## src/aet_pkg.sv

```systemverilog
package aet_pkg;

    localparam int NUM_PARAMS = 5;
    localparam int TAB_WIDTH  = 8;
    localparam int PARAM_W    = 16;
    localparam int SLOT_W     = (NUM_PARAMS > 1) ? $clog2(NUM_PARAMS) : 1;
    localparam int CNT_W      = $clog2(NUM_PARAMS + 1);
    localparam logic [PARAM_W-1:0] PARAM_MAX = '1;

    // parser modes
    localparam logic [2:0] PM_GROUND = 3'd0;
    localparam logic [2:0] PM_ESC    = 3'd1;
    localparam logic [2:0] PM_CSI    = 3'd2;
    localparam logic [2:0] PM_PRIV   = 3'd3;
    localparam logic [2:0] PM_SCS0   = 3'd4;
    localparam logic [2:0] PM_SCS1   = 3'd5;

    // result commands
    localparam logic [1:0] CMD_DRAW   = 2'd0;
    localparam logic [1:0] CMD_ERASE  = 2'd1;
    localparam logic [1:0] CMD_SCROLL = 2'd2;

    // config registers
    localparam int         CFG_IDX_W = 2;
    localparam logic [CFG_IDX_W-1:0] CFG_COLS = 2'd0;
    localparam logic [CFG_IDX_W-1:0] CFG_ROWS = 2'd1;
    localparam logic [7:0] COLS_RESET = 8'd80;
    localparam logic [7:0] ROWS_RESET = 8'd25;

    // bytes of interest
    localparam logic [7:0] CH_BS    = 8'h08;
    localparam logic [7:0] CH_TAB   = 8'h09;
    localparam logic [7:0] CH_LF    = 8'h0A;
    localparam logic [7:0] CH_VT    = 8'h0B;
    localparam logic [7:0] CH_FF    = 8'h0C;
    localparam logic [7:0] CH_CR    = 8'h0D;
    localparam logic [7:0] CH_SO    = 8'h0E;
    localparam logic [7:0] CH_SI    = 8'h0F;
    localparam logic [7:0] CH_ESC   = 8'h1B;
    localparam logic [7:0] CH_SPACE = 8'h20;
    localparam logic [7:0] CH_TILDE = 8'h7E;
    localparam logic [7:0] CH_LBRK  = 8'h5B;
    localparam logic [7:0] CH_LPAR  = 8'h28;
    localparam logic [7:0] CH_RPAR  = 8'h29;
    localparam logic [7:0] CH_QUEST = 8'h3F;
    localparam logic [7:0] CH_SEMI  = 8'h3B;
    localparam logic [7:0] CH_0     = 8'h30;
    localparam logic [7:0] CH_9     = 8'h39;
    localparam logic [7:0] CH_B     = 8'h42;
    localparam logic [7:0] CH_X     = 8'h78;
    localparam logic [7:0] CH_Q     = 8'h71;
    localparam logic [7:0] CH_BAR   = 8'h7C;
    localparam logic [7:0] CH_DASH  = 8'h2D;
    localparam logic [7:0] FIN_UP   = 8'h41;
    localparam logic [7:0] FIN_DOWN = 8'h42;
    localparam logic [7:0] FIN_FWD  = 8'h43;
    localparam logic [7:0] FIN_BACK = 8'h44;
    localparam logic [7:0] FIN_POS  = 8'h48;
    localparam logic [7:0] FIN_ED   = 8'h4A;
    localparam logic [7:0] FIN_EL   = 8'h4B;
    localparam logic [7:0] FIN_SGR  = 8'h6D;

    localparam logic [2:0] FG_RESET = 3'd7;

    typedef struct packed {
        logic [1:0] cmd;
        logic [7:0] glyph;
        logic [7:0] left_col;
        logic [7:0] top_row;
        logic [7:0] right_col;
        logic [7:0] bottom_row;
        logic [7:0] scroll_lines;
        logic [3:0] fg_index;
        logic [2:0] bg_index;
        logic       bold;
        logic       last;
    } res_t;

    typedef struct packed {
        logic load;
        logic exec;
        logic sgr_step;
        logic sel_second;
    } ctl_cmd_t;

    typedef struct packed {
        logic has_res;
        logic sgr_start;
        logic sgr_last;
        logic two_res;
    } ctl_stat_t;

endpackage

```

## src/aet_if.sv

```systemverilog
interface aet_in_if;
    logic       valid;
    logic       ready;
    logic [7:0] ch;
    modport source (output valid, output ch, input ready);
    modport sink   (input valid, input ch, output ready);
endinterface

interface aet_out_if;
    logic       valid;
    logic       ready;
    logic [1:0] cmd;
    logic [7:0] glyph;
    logic [7:0] left_col;
    logic [7:0] top_row;
    logic [7:0] right_col;
    logic [7:0] bottom_row;
    logic [7:0] scroll_lines;
    logic [3:0] fg_index;
    logic [2:0] bg_index;
    logic       bold;
    logic       last;
    modport source (output valid, output cmd, output glyph, output left_col,
                    output top_row, output right_col, output bottom_row,
                    output scroll_lines, output fg_index, output bg_index,
                    output bold, output last, input ready);
    modport sink   (input valid, input cmd, input glyph, input left_col,
                    input top_row, input right_col, input bottom_row,
                    input scroll_lines, input fg_index, input bg_index,
                    input bold, input last, output ready);
endinterface

```

## src/aet_ctrl.sv

```systemverilog
module aet_ctrl (
    input  logic                clk,
    input  logic                rst_n,
    input  logic                in_valid,
    output logic                in_ready,
    output logic                out_valid,
    input  logic                out_ready,
    input  aet_pkg::ctl_stat_t  stat,
    output aet_pkg::ctl_cmd_t   cmd
);
    import aet_pkg::*;

    localparam logic [2:0] S_IDLE = 3'd0;
    localparam logic [2:0] S_EXEC = 3'd1;
    localparam logic [2:0] S_SGR  = 3'd2;
    localparam logic [2:0] S_OUT0 = 3'd3;
    localparam logic [2:0] S_OUT1 = 3'd4;

    logic [2:0] state_reg, state_next;

    always_comb
    begin
        state_next     = state_reg;
        cmd            = '0;
        in_ready       = 1'b0;
        out_valid      = 1'b0;
        case (state_reg)
            S_IDLE:
            begin
                in_ready = 1'b1;
                if (in_valid)
                begin
                    cmd.load   = 1'b1;
                    state_next = S_EXEC;
                end
            end
            S_EXEC:
            begin
                cmd.exec = 1'b1;
                if (stat.sgr_start)
                    state_next = S_SGR;
                else if (stat.has_res)
                    state_next = S_OUT0;
                else
                    state_next = S_IDLE;
            end
            S_SGR:
            begin
                cmd.sgr_step = 1'b1;
                if (stat.sgr_last)
                    state_next = S_IDLE;
            end
            S_OUT0:
            begin
                out_valid = 1'b1;
                if (out_ready)
                    state_next = stat.two_res ? S_OUT1 : S_IDLE;
            end
            S_OUT1:
            begin
                out_valid      = 1'b1;
                cmd.sel_second = 1'b1;
                if (out_ready)
                    state_next = S_IDLE;
            end
            default: state_next = S_IDLE;
        endcase
    end

    always_ff @(posedge clk or negedge rst_n)
    begin
        if (!rst_n)
            state_reg <= S_IDLE;
        else
            state_reg <= state_next;
    end

endmodule

```

## src/aet_dp.sv

```systemverilog
module aet_dp (
    input  logic                          clk,
    input  logic                          rst_n,
    input  logic [7:0]                    ch,
    input  logic                          cfg_we,
    input  logic [aet_pkg::CFG_IDX_W-1:0] cfg_idx,
    input  logic [7:0]                    cfg_data,
    input  aet_pkg::ctl_cmd_t             cmd,
    output aet_pkg::ctl_stat_t            stat,
    output aet_pkg::res_t                 res
);
    import aet_pkg::*;

    typedef struct packed {
        logic       scroll;
        logic [7:0] lines;
        logic [7:0] row;
    } down_t;

    function automatic down_t calc_down(input logic [7:0] row, input logic [16:0] add,
                                        input logic [7:0] rows);
        logic [17:0] ny;
        logic [17:0] s;
        down_t       d;
        ny = {10'd0, row} + {1'b0, add};
        s  = '0;
        d  = '0;
        if (ny >= {10'd0, rows})
        begin
            s = ny - {10'd0, rows} + 18'd1;
            if (s > {10'd0, rows})
                s = {10'd0, rows};
            d.scroll = 1'b1;
            d.lines  = s[7:0];
            d.row    = rows - 8'd1;
        end
        else
            d.row = ny[7:0];
        return d;
    endfunction

    function automatic res_t mk(input logic [1:0] c, input logic [7:0] g,
                                input logic [7:0] l, input logic [7:0] t,
                                input logic [7:0] r, input logic [7:0] b,
                                input logic [7:0] s);
        res_t x;
        x              = '0;
        x.cmd          = c;
        x.glyph        = g;
        x.left_col     = l;
        x.top_row      = t;
        x.right_col    = r;
        x.bottom_row   = b;
        x.scroll_lines = s;
        return x;
    endfunction

    logic [7:0]         ch_reg;
    logic [7:0]         cols_reg, cols_next, rows_reg, rows_next;
    logic [2:0]         mode_reg, mode_next;
    logic [PARAM_W-1:0] params_reg [NUM_PARAMS];
    logic [PARAM_W-1:0] params_next [NUM_PARAMS];
    logic [SLOT_W-1:0]  slot_reg, slot_next;
    logic               digit_reg, digit_next;
    logic [SLOT_W-1:0]  sgr_idx_reg, sgr_idx_next;
    logic [7:0]         col_reg, col_next, row_reg, row_next;
    logic [7:0]         g0_reg, g0_next, g1_reg, g1_next;
    logic               so_reg, so_next;
    logic [2:0]         fg_reg, fg_next, bg_reg, bg_next;
    logic               bold_reg, bold_next;
    res_t               res0_reg, res1_reg, e0, e1, r0, r1;
    logic               two_reg;
    logic [1:0]         n;

    logic [7:0]         cols, rows, set, gch, eff;
    logic [SLOT_W-1:0]  rd_idx;
    logic [PARAM_W-1:0] rd_val, p0, amt, pc, v;
    logic [CNT_W-1:0]   cnt;
    logic [19:0]        acc;
    logic [16:0]        nx;
    logic [8:0]         tab;
    logic [15:0]        hr, hc;
    logic [8:0]         e;
    down_t              dn;

    assign cols   = (cols_reg == 8'd0) ? 8'd1 : cols_reg;
    assign rows   = (rows_reg == 8'd0) ? 8'd1 : rows_reg;
    assign cnt    = CNT_W'(slot_reg) + CNT_W'(digit_reg);
    assign rd_idx = cmd.sgr_step ? sgr_idx_reg : slot_reg;
    assign rd_val = params_reg[rd_idx];
    assign p0     = (cnt != '0) ? params_reg[0] : '0;
    assign amt    = (p0 != '0) ? p0 : PARAM_W'(1);

    assign stat.has_res   = (n != 2'd0);
    assign stat.sgr_start = (mode_reg == PM_CSI) && (ch_reg == FIN_SGR);
    assign stat.sgr_last  = (cnt == '0) || (CNT_W'(sgr_idx_reg) == cnt - CNT_W'(1));
    assign stat.two_res   = two_reg;

    assign res = cmd.sel_second ? res1_reg : res0_reg;

    always_comb
    begin
        cols_next   = cols_reg;
        rows_next   = rows_reg;
        mode_next   = mode_reg;
        params_next = params_reg;
        slot_next   = slot_reg;
        digit_next  = digit_reg;
        sgr_idx_next = sgr_idx_reg;
        col_next    = col_reg;
        row_next    = row_reg;
        g0_next     = g0_reg;
        g1_next     = g1_reg;
        so_next     = so_reg;
        fg_next     = fg_reg;
        bg_next     = bg_reg;
        bold_next   = bold_reg;
        e0          = '0;
        e1          = '0;
        n           = 2'd0;
        set         = so_reg ? g1_reg : g0_reg;
        gch         = ch_reg;
        acc         = '0;
        nx          = '0;
        tab         = '0;
        hr          = '0;
        hc          = '0;
        e           = '0;
        dn          = '0;
        pc          = '0;
        eff         = '0;
        v           = (cnt == '0) ? '0 : rd_val;

        if (cmd.exec)
        begin
            case (mode_reg)
                PM_GROUND:
                begin
                    if (ch_reg == CH_ESC)
                        mode_next = PM_ESC;
                    else if (ch_reg == CH_LF || ch_reg == CH_VT || ch_reg == CH_FF)
                    begin
                        dn       = calc_down(row_reg, 17'd1, rows);
                        row_next = dn.row;
                        if (dn.scroll)
                        begin
                            e0 = mk(CMD_SCROLL, 8'd0, 8'd0, 8'd0, 8'd0, 8'd0, dn.lines);
                            n  = 2'd1;
                        end
                    end
                    else if (ch_reg == CH_CR)
                        col_next = 8'd0;
                    else if (ch_reg == CH_TAB)
                    begin
                        tab = {1'b0, col_reg} + 9'(TAB_WIDTH)
                            - 9'({1'b0, col_reg} % 9'(TAB_WIDTH));
                        col_next = (tab >= {1'b0, cols}) ? cols - 8'd1 : tab[7:0];
                    end
                    else if (ch_reg == CH_SO)
                        so_next = 1'b1;
                    else if (ch_reg == CH_SI)
                        so_next = 1'b0;
                    else if (ch_reg == CH_BS)
                    begin
                        if (col_reg != 8'd0)
                        begin
                            col_next = col_reg - 8'd1;
                            e0 = mk(CMD_ERASE, 8'd0, col_reg - 8'd1, row_reg, col_reg,
                                    row_reg + 8'd1, 8'd0);
                            n  = 2'd1;
                        end
                    end
                    else if (ch_reg >= CH_SPACE && ch_reg <= CH_TILDE
                             && (set == CH_0 || set == CH_B))
                    begin
                        if (set == CH_0 && ch_reg == CH_X)
                            gch = CH_BAR;
                        else if (set == CH_0 && ch_reg == CH_Q)
                            gch = CH_DASH;
                        e0 = mk(CMD_DRAW, gch, col_reg, row_reg, 8'd0, 8'd0, 8'd0);
                        n  = 2'd1;
                        if ({1'b0, col_reg} + 9'd1 >= {1'b0, cols})
                        begin
                            col_next = 8'd0;
                            dn       = calc_down(row_reg, 17'd1, rows);
                            row_next = dn.row;
                            if (dn.scroll)
                            begin
                                e1 = mk(CMD_SCROLL, 8'd0, 8'd0, 8'd0, 8'd0, 8'd0, dn.lines);
                                n  = 2'd2;
                            end
                        end
                        else
                            col_next = col_reg + 8'd1;
                    end
                end
                PM_ESC:
                begin
                    if (ch_reg == CH_LBRK)
                    begin
                        for (int i = 0; i < NUM_PARAMS; i++)
                            params_next[i] = '0;
                        slot_next  = '0;
                        digit_next = 1'b0;
                        mode_next  = PM_CSI;
                    end
                    else if (ch_reg == CH_LPAR)
                        mode_next = PM_SCS0;
                    else if (ch_reg == CH_RPAR)
                        mode_next = PM_SCS1;
                    else
                        mode_next = PM_GROUND;
                end
                PM_CSI:
                begin
                    if (ch_reg == CH_QUEST)
                        mode_next = PM_PRIV;
                    else if (ch_reg >= CH_0 && ch_reg <= CH_9)
                    begin
                        acc = {rd_val, 3'd0} + {3'd0, rd_val, 1'b0}
                            + {12'd0, ch_reg - CH_0};
                        params_next[slot_reg] = (acc > {4'd0, PARAM_MAX}) ? PARAM_MAX
                                                                          : acc[15:0];
                        digit_next = 1'b1;
                    end
                    else if (ch_reg == CH_SEMI)
                    begin
                        slot_next = (slot_reg == SLOT_W'(NUM_PARAMS - 1)) ? '0
                                                                          : slot_reg + 1'b1;
                        params_next[slot_next] = '0;
                        digit_next = 1'b0;
                    end
                    else if (ch_reg == FIN_SGR)
                        sgr_idx_next = '0;
                    else
                    begin
                        case (ch_reg)
                            FIN_UP:
                                row_next = ({8'd0, row_reg} < amt) ? 8'd0
                                         : row_reg - amt[7:0];
                            FIN_BACK:
                                col_next = ({8'd0, col_reg} < amt) ? 8'd0
                                         : col_reg - amt[7:0];
                            FIN_DOWN:
                            begin
                                dn       = calc_down(row_reg, {1'b0, amt}, rows);
                                row_next = dn.row;
                                if (dn.scroll)
                                begin
                                    e0 = mk(CMD_SCROLL, 8'd0, 8'd0, 8'd0, 8'd0, 8'd0,
                                            dn.lines);
                                    n  = 2'd1;
                                end
                            end
                            FIN_FWD:
                            begin
                                nx = {9'd0, col_reg} + {1'b0, amt};
                                if (nx >= {9'd0, cols})
                                begin
                                    col_next = 8'd0;
                                    dn       = calc_down(row_reg, 17'd1, rows);
                                    row_next = dn.row;
                                    if (dn.scroll)
                                    begin
                                        e0 = mk(CMD_SCROLL, 8'd0, 8'd0, 8'd0, 8'd0, 8'd0,
                                                dn.lines);
                                        n  = 2'd1;
                                    end
                                end
                                else
                                    col_next = nx[7:0];
                            end
                            FIN_POS:
                            begin
                                pc = params_reg[1 % NUM_PARAMS];
                                hr = amt;
                                hc = (cnt >= CNT_W'(2) && pc != '0) ? pc : 16'd1;
                                row_next = ((hr > {8'd0, rows}) ? rows : hr[7:0]) - 8'd1;
                                col_next = ((hc > {8'd0, cols}) ? cols : hc[7:0]) - 8'd1;
                            end
                            FIN_ED:
                            begin
                                e0 = mk(CMD_ERASE, 8'd0, col_reg, row_reg, cols,
                                        row_reg + 8'd1, 8'd0);
                                n  = 2'd1;
                                if ({1'b0, row_reg} + 9'd1 < {1'b0, rows})
                                begin
                                    e1 = mk(CMD_ERASE, 8'd0, 8'd0, row_reg + 8'd1, cols,
                                            rows, 8'd0);
                                    n  = 2'd2;
                                end
                            end
                            FIN_EL:
                            begin
                                e = {1'b0, col_reg} + 9'd1;
                                if (e > {1'b0, cols})
                                    e = {1'b0, cols};
                                if (p0 == 16'd0)
                                begin
                                    e0 = mk(CMD_ERASE, 8'd0, col_reg, row_reg, cols,
                                            row_reg + 8'd1, 8'd0);
                                    n  = 2'd1;
                                end
                                else if (p0 == 16'd1)
                                begin
                                    e0 = mk(CMD_ERASE, 8'd0, 8'd0, row_reg, e[7:0],
                                            row_reg + 8'd1, 8'd0);
                                    n  = 2'd1;
                                end
                                else if (p0 == 16'd2)
                                begin
                                    e0 = mk(CMD_ERASE, 8'd0, 8'd0, row_reg, cols,
                                            row_reg + 8'd1, 8'd0);
                                    n  = 2'd1;
                                end
                            end
                            default: ;
                        endcase
                        for (int i = 0; i < NUM_PARAMS; i++)
                            params_next[i] = '0;
                        slot_next  = '0;
                        digit_next = 1'b0;
                        mode_next  = PM_GROUND;
                    end
                end
                PM_PRIV:
                    if (ch_reg < CH_0 || ch_reg > CH_9)
                        mode_next = PM_GROUND;
                PM_SCS0:
                begin
                    g0_next   = ch_reg;
                    mode_next = PM_GROUND;
                end
                PM_SCS1:
                begin
                    g1_next   = ch_reg;
                    mode_next = PM_GROUND;
                end
                default: mode_next = PM_GROUND;
            endcase
        end

        // one SGR parameter per cycle
        if (cmd.sgr_step)
        begin
            if (v == 16'd0)
            begin
                fg_next   = FG_RESET;
                bg_next   = 3'd0;
                bold_next = 1'b0;
            end
            else if (v == 16'd1)
                bold_next = 1'b1;
            else if (v == 16'd7)
            begin
                fg_next = bg_reg;
                bg_next = fg_reg;
            end
            else if (v >= 16'd30 && v <= 16'd37)
                fg_next = v[2:0] - 3'd6;
            else if (v >= 16'd40 && v <= 16'd47)
                bg_next = v[2:0];
            sgr_idx_next = sgr_idx_reg + 1'b1;
            if (stat.sgr_last)
            begin
                for (int i = 0; i < NUM_PARAMS; i++)
                    params_next[i] = '0;
                slot_next  = '0;
                digit_next = 1'b0;
                mode_next  = PM_GROUND;
            end
        end

        if (cfg_we)
        begin
            eff = (cfg_data == 8'd0) ? 8'd1 : cfg_data;
            if (cfg_idx == CFG_COLS)
            begin
                cols_next = cfg_data;
                if (col_reg >= eff)
                    col_next = eff - 8'd1;
            end
            else if (cfg_idx == CFG_ROWS)
            begin
                rows_next = cfg_data;
                if (row_reg >= eff)
                    row_next = eff - 8'd1;
            end
        end

        // result words with the current attributes attached
        r0          = e0;
        r0.fg_index = {bold_reg, fg_reg};
        r0.bg_index = bg_reg;
        r0.bold     = bold_reg;
        r0.last     = (n == 2'd1);
        r1          = e1;
        r1.fg_index = {bold_reg, fg_reg};
        r1.bg_index = bg_reg;
        r1.bold     = bold_reg;
        r1.last     = 1'b1;
    end

    always_ff @(posedge clk or negedge rst_n)
    begin
        if (!rst_n)
        begin
            cols_reg    <= COLS_RESET;
            rows_reg    <= ROWS_RESET;
            mode_reg    <= PM_GROUND;
            for (int i = 0; i < NUM_PARAMS; i++)
                params_reg[i] <= '0;
            slot_reg    <= '0;
            digit_reg   <= 1'b0;
            sgr_idx_reg <= '0;
            col_reg     <= 8'd0;
            row_reg     <= 8'd0;
            g0_reg      <= CH_B;
            g1_reg      <= CH_0;
            so_reg      <= 1'b0;
            fg_reg      <= FG_RESET;
            bg_reg      <= 3'd0;
            bold_reg    <= 1'b0;
            two_reg     <= 1'b0;
        end
        else
        begin
            cols_reg    <= cols_next;
            rows_reg    <= rows_next;
            mode_reg    <= mode_next;
            params_reg  <= params_next;
            slot_reg    <= slot_next;
            digit_reg   <= digit_next;
            sgr_idx_reg <= sgr_idx_next;
            col_reg     <= col_next;
            row_reg     <= row_next;
            g0_reg      <= g0_next;
            g1_reg      <= g1_next;
            so_reg      <= so_next;
            fg_reg      <= fg_next;
            bg_reg      <= bg_next;
            bold_reg    <= bold_next;
            if (cmd.exec)
                two_reg <= (n == 2'd2);
        end
    end

    // payload registers
    always_ff @(posedge clk)
    begin
        if (cmd.load)
            ch_reg <= ch;
        if (cmd.exec)
        begin
            res0_reg <= r0;
            res1_reg <= r1;
        end
    end

endmodule

```

## src/ansi_escape_terminal_engine.sv

```systemverilog
// Terminal byte parser: one byte in, up to two screen commands out.
// Each byte is loaded, then executed; a CSI 'm' then walks its stored parameters
// (1 to NUM_PARAMS) one per cycle in the attribute walk.
// A new byte is accepted only after the last one's commands have been handed out.
// Reset (rst_n, async low): parser to ground, cursor home, 80x25, G0 'B', G1 '0'.
module ansi_escape_terminal_engine (
    input  logic                          clk,
    input  logic                          rst_n,
    aet_in_if.sink                        stream,
    aet_out_if.source                     cmds,
    input  logic                          cfg_we,
    input  logic [aet_pkg::CFG_IDX_W-1:0] cfg_idx,
    input  logic [7:0]                    cfg_data
);
    import aet_pkg::*;

    ctl_cmd_t  cmd;
    ctl_stat_t stat;
    res_t      res;

    // sequencer: load, execute, SGR walk, then hand out held commands
    aet_ctrl u_ctrl (
        .clk       (clk),
        .rst_n     (rst_n),
        .in_valid  (stream.valid),
        .in_ready  (stream.ready),
        .out_valid (cmds.valid),
        .out_ready (cmds.ready),
        .stat      (stat),
        .cmd       (cmd)
    );

    // parser state, cursor, attributes and the two result words
    aet_dp u_dp (
        .clk      (clk),
        .rst_n    (rst_n),
        .ch       (stream.ch),
        .cfg_we   (cfg_we),
        .cfg_idx  (cfg_idx),
        .cfg_data (cfg_data),
        .cmd      (cmd),
        .stat     (stat),
        .res      (res)
    );

    assign cmds.cmd          = res.cmd;
    assign cmds.glyph        = res.glyph;
    assign cmds.left_col     = res.left_col;
    assign cmds.top_row      = res.top_row;
    assign cmds.right_col    = res.right_col;
    assign cmds.bottom_row   = res.bottom_row;
    assign cmds.scroll_lines = res.scroll_lines;
    assign cmds.fg_index     = res.fg_index;
    assign cmds.bg_index     = res.bg_index;
    assign cmds.bold         = res.bold;
    assign cmds.last         = res.last;

endmodule

```

## src/flat_wrapper.sv

```systemverilog
// flat-port wrapper written by rule: the top's interface ports become plain ports
module ansi_escape_terminal_engine_flat import aet_pkg::*;
  (clk, rst_n, cfg_we, cfg_idx, cfg_data, stream_valid, stream_ch, stream_ready, cmds_valid, cmds_cmd, cmds_glyph, cmds_left_col, cmds_top_row, cmds_right_col, cmds_bottom_row, cmds_scroll_lines, cmds_fg_index, cmds_bg_index, cmds_bold, cmds_last, cmds_ready);
  aet_in_if stream_i ();
  aet_out_if cmds_i ();
  input  logic clk;
  input  logic rst_n;
  input  logic cfg_we;
  input  logic [aet_pkg::CFG_IDX_W-1:0] cfg_idx;
  input  logic [7:0] cfg_data;
  input wire logic [$bits(stream_i.valid)-1:0] stream_valid;
  input wire logic [$bits(stream_i.ch)-1:0] stream_ch;
  output wire logic [$bits(stream_i.ready)-1:0] stream_ready;
  output wire logic [$bits(cmds_i.valid)-1:0] cmds_valid;
  output wire logic [$bits(cmds_i.cmd)-1:0] cmds_cmd;
  output wire logic [$bits(cmds_i.glyph)-1:0] cmds_glyph;
  output wire logic [$bits(cmds_i.left_col)-1:0] cmds_left_col;
  output wire logic [$bits(cmds_i.top_row)-1:0] cmds_top_row;
  output wire logic [$bits(cmds_i.right_col)-1:0] cmds_right_col;
  output wire logic [$bits(cmds_i.bottom_row)-1:0] cmds_bottom_row;
  output wire logic [$bits(cmds_i.scroll_lines)-1:0] cmds_scroll_lines;
  output wire logic [$bits(cmds_i.fg_index)-1:0] cmds_fg_index;
  output wire logic [$bits(cmds_i.bg_index)-1:0] cmds_bg_index;
  output wire logic [$bits(cmds_i.bold)-1:0] cmds_bold;
  output wire logic [$bits(cmds_i.last)-1:0] cmds_last;
  input wire logic [$bits(cmds_i.ready)-1:0] cmds_ready;
  assign stream_i.valid = stream_valid;
  assign stream_i.ch = stream_ch;
  assign stream_ready = stream_i.ready;
  assign cmds_valid = cmds_i.valid;
  assign cmds_cmd = cmds_i.cmd;
  assign cmds_glyph = cmds_i.glyph;
  assign cmds_left_col = cmds_i.left_col;
  assign cmds_top_row = cmds_i.top_row;
  assign cmds_right_col = cmds_i.right_col;
  assign cmds_bottom_row = cmds_i.bottom_row;
  assign cmds_scroll_lines = cmds_i.scroll_lines;
  assign cmds_fg_index = cmds_i.fg_index;
  assign cmds_bg_index = cmds_i.bg_index;
  assign cmds_bold = cmds_i.bold;
  assign cmds_last = cmds_i.last;
  assign cmds_i.ready = cmds_ready;
  ansi_escape_terminal_engine u_core (.clk(clk), .rst_n(rst_n), .stream(stream_i), .cmds(cmds_i), .cfg_we(cfg_we), .cfg_idx(cfg_idx), .cfg_data(cfg_data));
endmodule
```

## config.mk

```make
export PLATFORM = sky130hd
export DESIGN_NAME = ansi_escape_terminal_engine_flat
export DESIGN_NICKNAME = d
export VERILOG_FILES = /design/src/aet_pkg.sv /design/src/aet_if.sv /design/src/aet_ctrl.sv /design/src/aet_dp.sv /design/src/ansi_escape_terminal_engine.sv /design/src/flat_wrapper.sv
export SDC_FILE = /design/constraint.sdc
export NUM_CORES = 1
export LEC_CHECK = 0
export ABC_AREA = 1
export BUFFER_PORTS_ARGS = -buffer_cell sky130_fd_sc_hd__buf_2
export CORE_MARGIN = 2
export CORE_UTILIZATION = 45
export CTS_CLUSTER_SIZE = 28
export DETAILED_ROUTE_END_ITERATION = 10
export SKIP_CTS_REPAIR_TIMING = 1
export SYNTH_ARGS = -nofsm -noshare
export SYNTH_HDL_FRONTEND = slang
export SYNTH_SLANG_ARGS = --single-unit
export TNS_END_PERCENT = 100
```

## constraint.sdc

```tcl
create_clock -name clk -period 7.65 [get_ports clk]
set_clock_uncertainty 0.2 [all_clocks]
set_input_delay 0.765 -clock clk [delete_from_list [all_inputs] [get_ports clk]]
set_output_delay 0.765 -clock clk [all_outputs]
set_load 0.02 [all_outputs]
```

## Word level (Yosys, flattened, before mapping)

Index checks and enable logic that the tools add are counted.

| operators by class | value |
|---|---|
| equal/unequal tests | 53 |
| bitwise logic cells | 10 |
| reductions and logical operators | 48 |
| add/subtract/negate cells | 29 |
| order comparisons | 32 |
| muxes and demuxes | 246 |

Operator list:

| operator | number |
|---|---|
| $mux 59 | 26 |
| $mux 80 | 8 |
| $mux 58 | 10 |
| $mux 8 | 54 |
| $mux 9 | 32 |
| $pmux 59 s2 | 2 |
| $pmux 59 s4 | 1 |
| $pmux 80 s2 | 1 |
| $mux 16 | 9 |
| $mux 3 | 44 |
| $demux 16 s3 | 2 |
| $eq 8x7->1 const B | 12 |
| $and 80x80->80 | 1 |
| $bwmux 80 | 1 |
| $not 80->80 | 1 |
| $eq 8x4->1 const B | 8 |
| $mux 57 | 1 |
| $bmux 16 s3 | 1 |
| $sub 8x1->8 const B | 6 |
| $eq 8x6->1 const B | 5 |
| $gt 18x8->1 | 2 |
| $add 8x16->17 | 2 |
| $ge 17x8->1 | 2 |
| $mux 2 | 17 |
| 75 further kinds | 170 |

| word-level totals | value |
|---|---|
| logic and storage cells | 458 |
| input port bits | 23 |
| flip-flop bits (word level) | 267 |

## Depth between registers and ports, before layout

| depth | value |
|---|---|
| depth in word-level cells | 34 |
| gate-level depth with buffers | 46 |
| gate-level depth less buffers | 45 |

## Hierarchy

Synthesis repeated with hierarchy kept, for this count alone.

| second synthesis, totals | value |
|---|---|
| cell total of the unflattened synthesis | 3847 |
| area, all modules | 25042.8 µm² |

By module, submodules not included:

| module | cells each | instances | area an instance (µm²) | sequential area each (µm²) |
|---|---|---|---|---|
| aet_dp | 3804 | 1 | 24795.0 | 6696.4 |
| aet_ctrl | 43 | 1 | 247.7 | 75.1 |

## Worst setup path after synthesis

No wires, ideal clock.

| path | value |
|---|---|
| path type | register to register |
| from | reg u_core.u_dp.slot_reg[0] |
| to | reg u_core.u_dp.res0_reg[11] (netlist bit) (data pin) |
| clock period less this slack | 6757 ps |
| library setup time | 253 ps |
| slack | 893 ps |
| stages on the path, launching flop included | 42 |
| arrival time | 6304 ps |
| path through | dfrtp_1 ha_1 ha_1 inv_1 ha_1 nand3_4 buf_6 nand2_1 nand4_1 nor2_4 nand2_1 or2_1 nand2_1 ha_1 inv_1 fa_1 o21ai_1 xor2_1 [6 not listed] ha_1 and3_1 a21oi_1 o21ai_0 nand3_1 nand2_1 a21oi_1 nand3_1 nor2_1 nand2_1 nor2_1 nand3_1 nor2_4 nand3_1 nand3_1 nand2_1 nand2_1 nand2_1 |

RTL lines:

| item | RTL line | text |
|---|---|---|
| start, declared | aet_dp.sv:63 | `logic [SLOT_W-1:0] slot_reg, slot_next;` |
| start signal, assigned | aet_dp.sv:432 | `slot_reg <= slot_next;` |
| end signal, assigned | aet_dp.sv:455 | `res0_reg <= r0;` |
| end, declared | aet_dp.sv:71 | `res_t res0_reg, res1_reg, e0, e1, r0, r1;` |

==> key figures <==
Synthesis
  – Syn Std Cell Area: 0.0248 mm2
  – Cell taking the most area after synthesis: nand2_1
  – Ys Warns: 0
  – Largest cells by area after synthesis: nand2_1 (17%), dfrtp_1 (14%), edfxtp_1 (12%), ha_1 (11%), a21oi_1 (7.7%)
  – Cell count after synthesis: 3732
  – Ys async rst share: 0.600
  – Area share of the leading cell type in the synthesized netlist: 0.171
  – Post-synth EDFFs: 100
  – Register bit total from synthesis: 250
  – Register area share after synthesis: 0.273
  – Mapped Nets: 3979
  – Primary FF master, synth: dfrtp_1
  – Yosys cell types: 72
  – Syn avg cell area: 6.65 um2

Detailed routing
  – Detailed Routing Iterations Pass 1: 5
  – DRC viols: 0
  – Via Count: 25200
  – Initial DRC count: 2256
  – WL per Instance: 18.8 um
  – Routed WL: 84600 um
  – DRT antenna net count: 0
  – Via density: 5.61

Flow run
  – Max_cap viols: 0

Placed design
  – Gpl congestion: 0.956
  – DP Cell Count: 4434
  – DP HPWL: 60600 um
  – Port Buffers: 83

Final layout
  – Area grow syn2layout: 9.44%
  – Fillers: 5657
  – Max FFs per register: 80
  – Final Non-Filler Cells: 4497
  – Final net count: 4016
  – Utilization after layout: 0.496
  – Diodes inserted: 0
  – Layout cell share with drive strength beyond 1: 0.0867

Global routing
  – Vias in the first global route: 23200
  – Total gr overflow: 0
  – GRT Total Usage: 0.290
  – First-pass GRT wire length: 132000 um
  – Pin count of the biggest net entering global routing: 82
  – Initial antenna violation count: 0

Min path
  – HP Class: input port to asynchronous set/reset pin

Floorplan
  – Die H: 239 um
  – Die Area: 0.0570 mm2
  – CORE AREA: 0.0548 mm2
  – Top-level I/O count: 84
  – # rows: 86
  – Starting Density: 0.453
  – Die X-Extent: 239 um

Setup path
  – Worst Path Max Fanout: 12
  – Slowest library cell on the worst path: fa_2
  – Worst path most repeated cell: nand2_1
  – Data required time of the worst path: 7.81 ns
  – CP Capture Type: flip-flop
  – Crit-path max cell delay: 0.39 ns
  – CP arrival: 7.33 ns
  – Worst Path Class, Setup: flip-flop to flip-flop
  – Critical Path Source Type: flip-flop

STA
  – Worst hold slack: -0.00225 ns
  – RSZ-0062 raised after global routing: no
  – Fin crit period: 7.17 ns
  – Hold Violations, Final: 3
  – Endpoints failing setup: 0
  – Fin. max-slew vios: 0
  – FMAX: 139 MHz
  – Final worst path period share: 0.937
  – Worst relative slew slack: 0.296
  – Sum Neg Setup Slack: 0 ns
  – Worst-margin pin slew: 1.06 ns

Clock network
  – H-tree Lvls: 1
  – Clock sink count: 250
  – TritonCTS clock tree: yes
  – Clock root buffer: clkbuf_16
  – Latest clock arrival within the worst-skew pair: 0.60 ns
  – Clock transition at path regs: 0.06 ns
  – Largest buffer count on any clock path: 3
  – Cts bufs inserted: 30

Run status
  – Status: complete, but fails checks
  – Failing checks: hold timing

Pwr
  – Worst ir drop on vdd: 0.172 mV
  – PD cells: 301 mW/mm2
  – Pleak: 12.9 nW
  – Power, Total: 0.00817 W
## synth_stat cells (all sizes together), types with 14 or more instances
cell,n
a2111oi,45
a21oi,381
a31oi,14
buf,31
clkbuf,108
dfrtp,138
edfxtp,100
fa,14
ha,210
inv,463
nand2,1152
nand3,179
nand4,37
nor2,267
nor3,75
o211ai,28
o21ai,249
o22ai,17
xnor2,21
xor2,68
## metal layers
| metal | vias to the layer above | GRT usage | share of wire |
|---|---|---|---|
| li1 | 12500 | - | - |
| met1 | 11600 | 0.401 | 0.45 |
| met2 | 941 | 0.462 | 0.45 |
| met3 | 185 | 0.0312 | 0.065 |
| met4 | 0 | 0.118 | 0.041 |
| met5 | - | 0 | 0 |
## path summary, 6_finish.rpt
path	from	endpoint	slack (ns)	cells past startpoint
max	u_core.u_dp.slot_reg[0]	u_core.u_dp.res0_reg[10]	0.48	42
min	rst_n	u_core.u_ctrl.state_reg[2]	-0.002	1
max reg2reg	u_core.u_dp.slot_reg[0]	u_core.u_dp.res0_reg[10]	0.48	42
min reg2reg	u_core.u_dp.bold_reg	u_core.u_dp.res1_reg[8]	0.26	0
max in group asynchronous	rst_n	u_core.u_dp.params_reg[37]	5.48	3
min in group clk	stream_ch[2]	u_core.u_dp.ch_reg[2]	0.17	1
## power by group
part | switching [W] | total (W) | leakage (nW) | internal [W]
Combinational | 0.00309 | 0.00464 | 9.42 | 0.00155
Sequential | 0.000282 | 0.00202 | 2.99 | 0.00174
Clock | 0.000627 | 0.00151 | 0.502 | 0.000883
Total | 0.00400 | 0.00817 | 12.9 | 0.00417
## cell usage in the layout (no fill, tap or decap), types with 25 or more instances in the layout
master and instances:
nor2_1 248, nor3_1 64, buf_4 59, ha_1 208
edfxtp_1 100, xor2_1 66, clkbuf_16 31, nand4_1 37
buf_2 82, a2111oi_0 45, o211ai_1 25, nand2_1 1129
a21oi_1 380, nand3_1 175, inv_1 440, dfrtp_1 138
o21ai_0 226
## kinds of logic (layout without fill, tap and decap cells)
| logic type | after synthesis | after routing | share of synthesized area |
|---|---|---|---|
| adders and majority gates | 224 | 224 | 0.117 |
| DFF | 250 | 250 | 0.273 |
| xor gates and xnor gates | 89 | 89 | 0.0317 |
| and+or+nand+nor | 1748 | 1749 | 0.295 |
| other | 1 | 1 | 0.000151 |
| AOI/OAI and AO/OA | 805 | 805 | 0.185 |
| buffers and inverters | 612 | 672 | 0.0965 |
| muxes | 3 | 3 | 0.00121 |
## layout make-up
type / instances / area, um2 / area share
multi-input combinational: 2871 / 15800 / 0.582
sequential: 250 / 6770 / 0.249
inverter: 473 / 1780 / 0.0656
tap: 704 / 881 / 0.0324
timing repair buffer: 143 / 876 / 0.0323
clock buffer: 36 / 835 / 0.0307
clock inverter: 20 / 208 / 0.00765
## worst max-delay path, delay by kind of cell (launching register included)
family,cells,cell delay [ns]
simple gates,20,2.20
flops,1,0.38
xor+xnor,2,0.38
compound gates,6,0.85
fa+ha+maj,8,2.22
buf+inv,6,0.76
## stage by stage
step	cell area [um2]	setup WS [ns]
6_report	27100	0.479
5_1_grt	27100	0.0255
3_3_place_gp	25900	0.396
4_1_cts	27000	0.210
2_1_floorplan	24800	0.893
3_5_place_dp	25900	0.228
No activity file was read; power rests on OpenSTA's default activity.
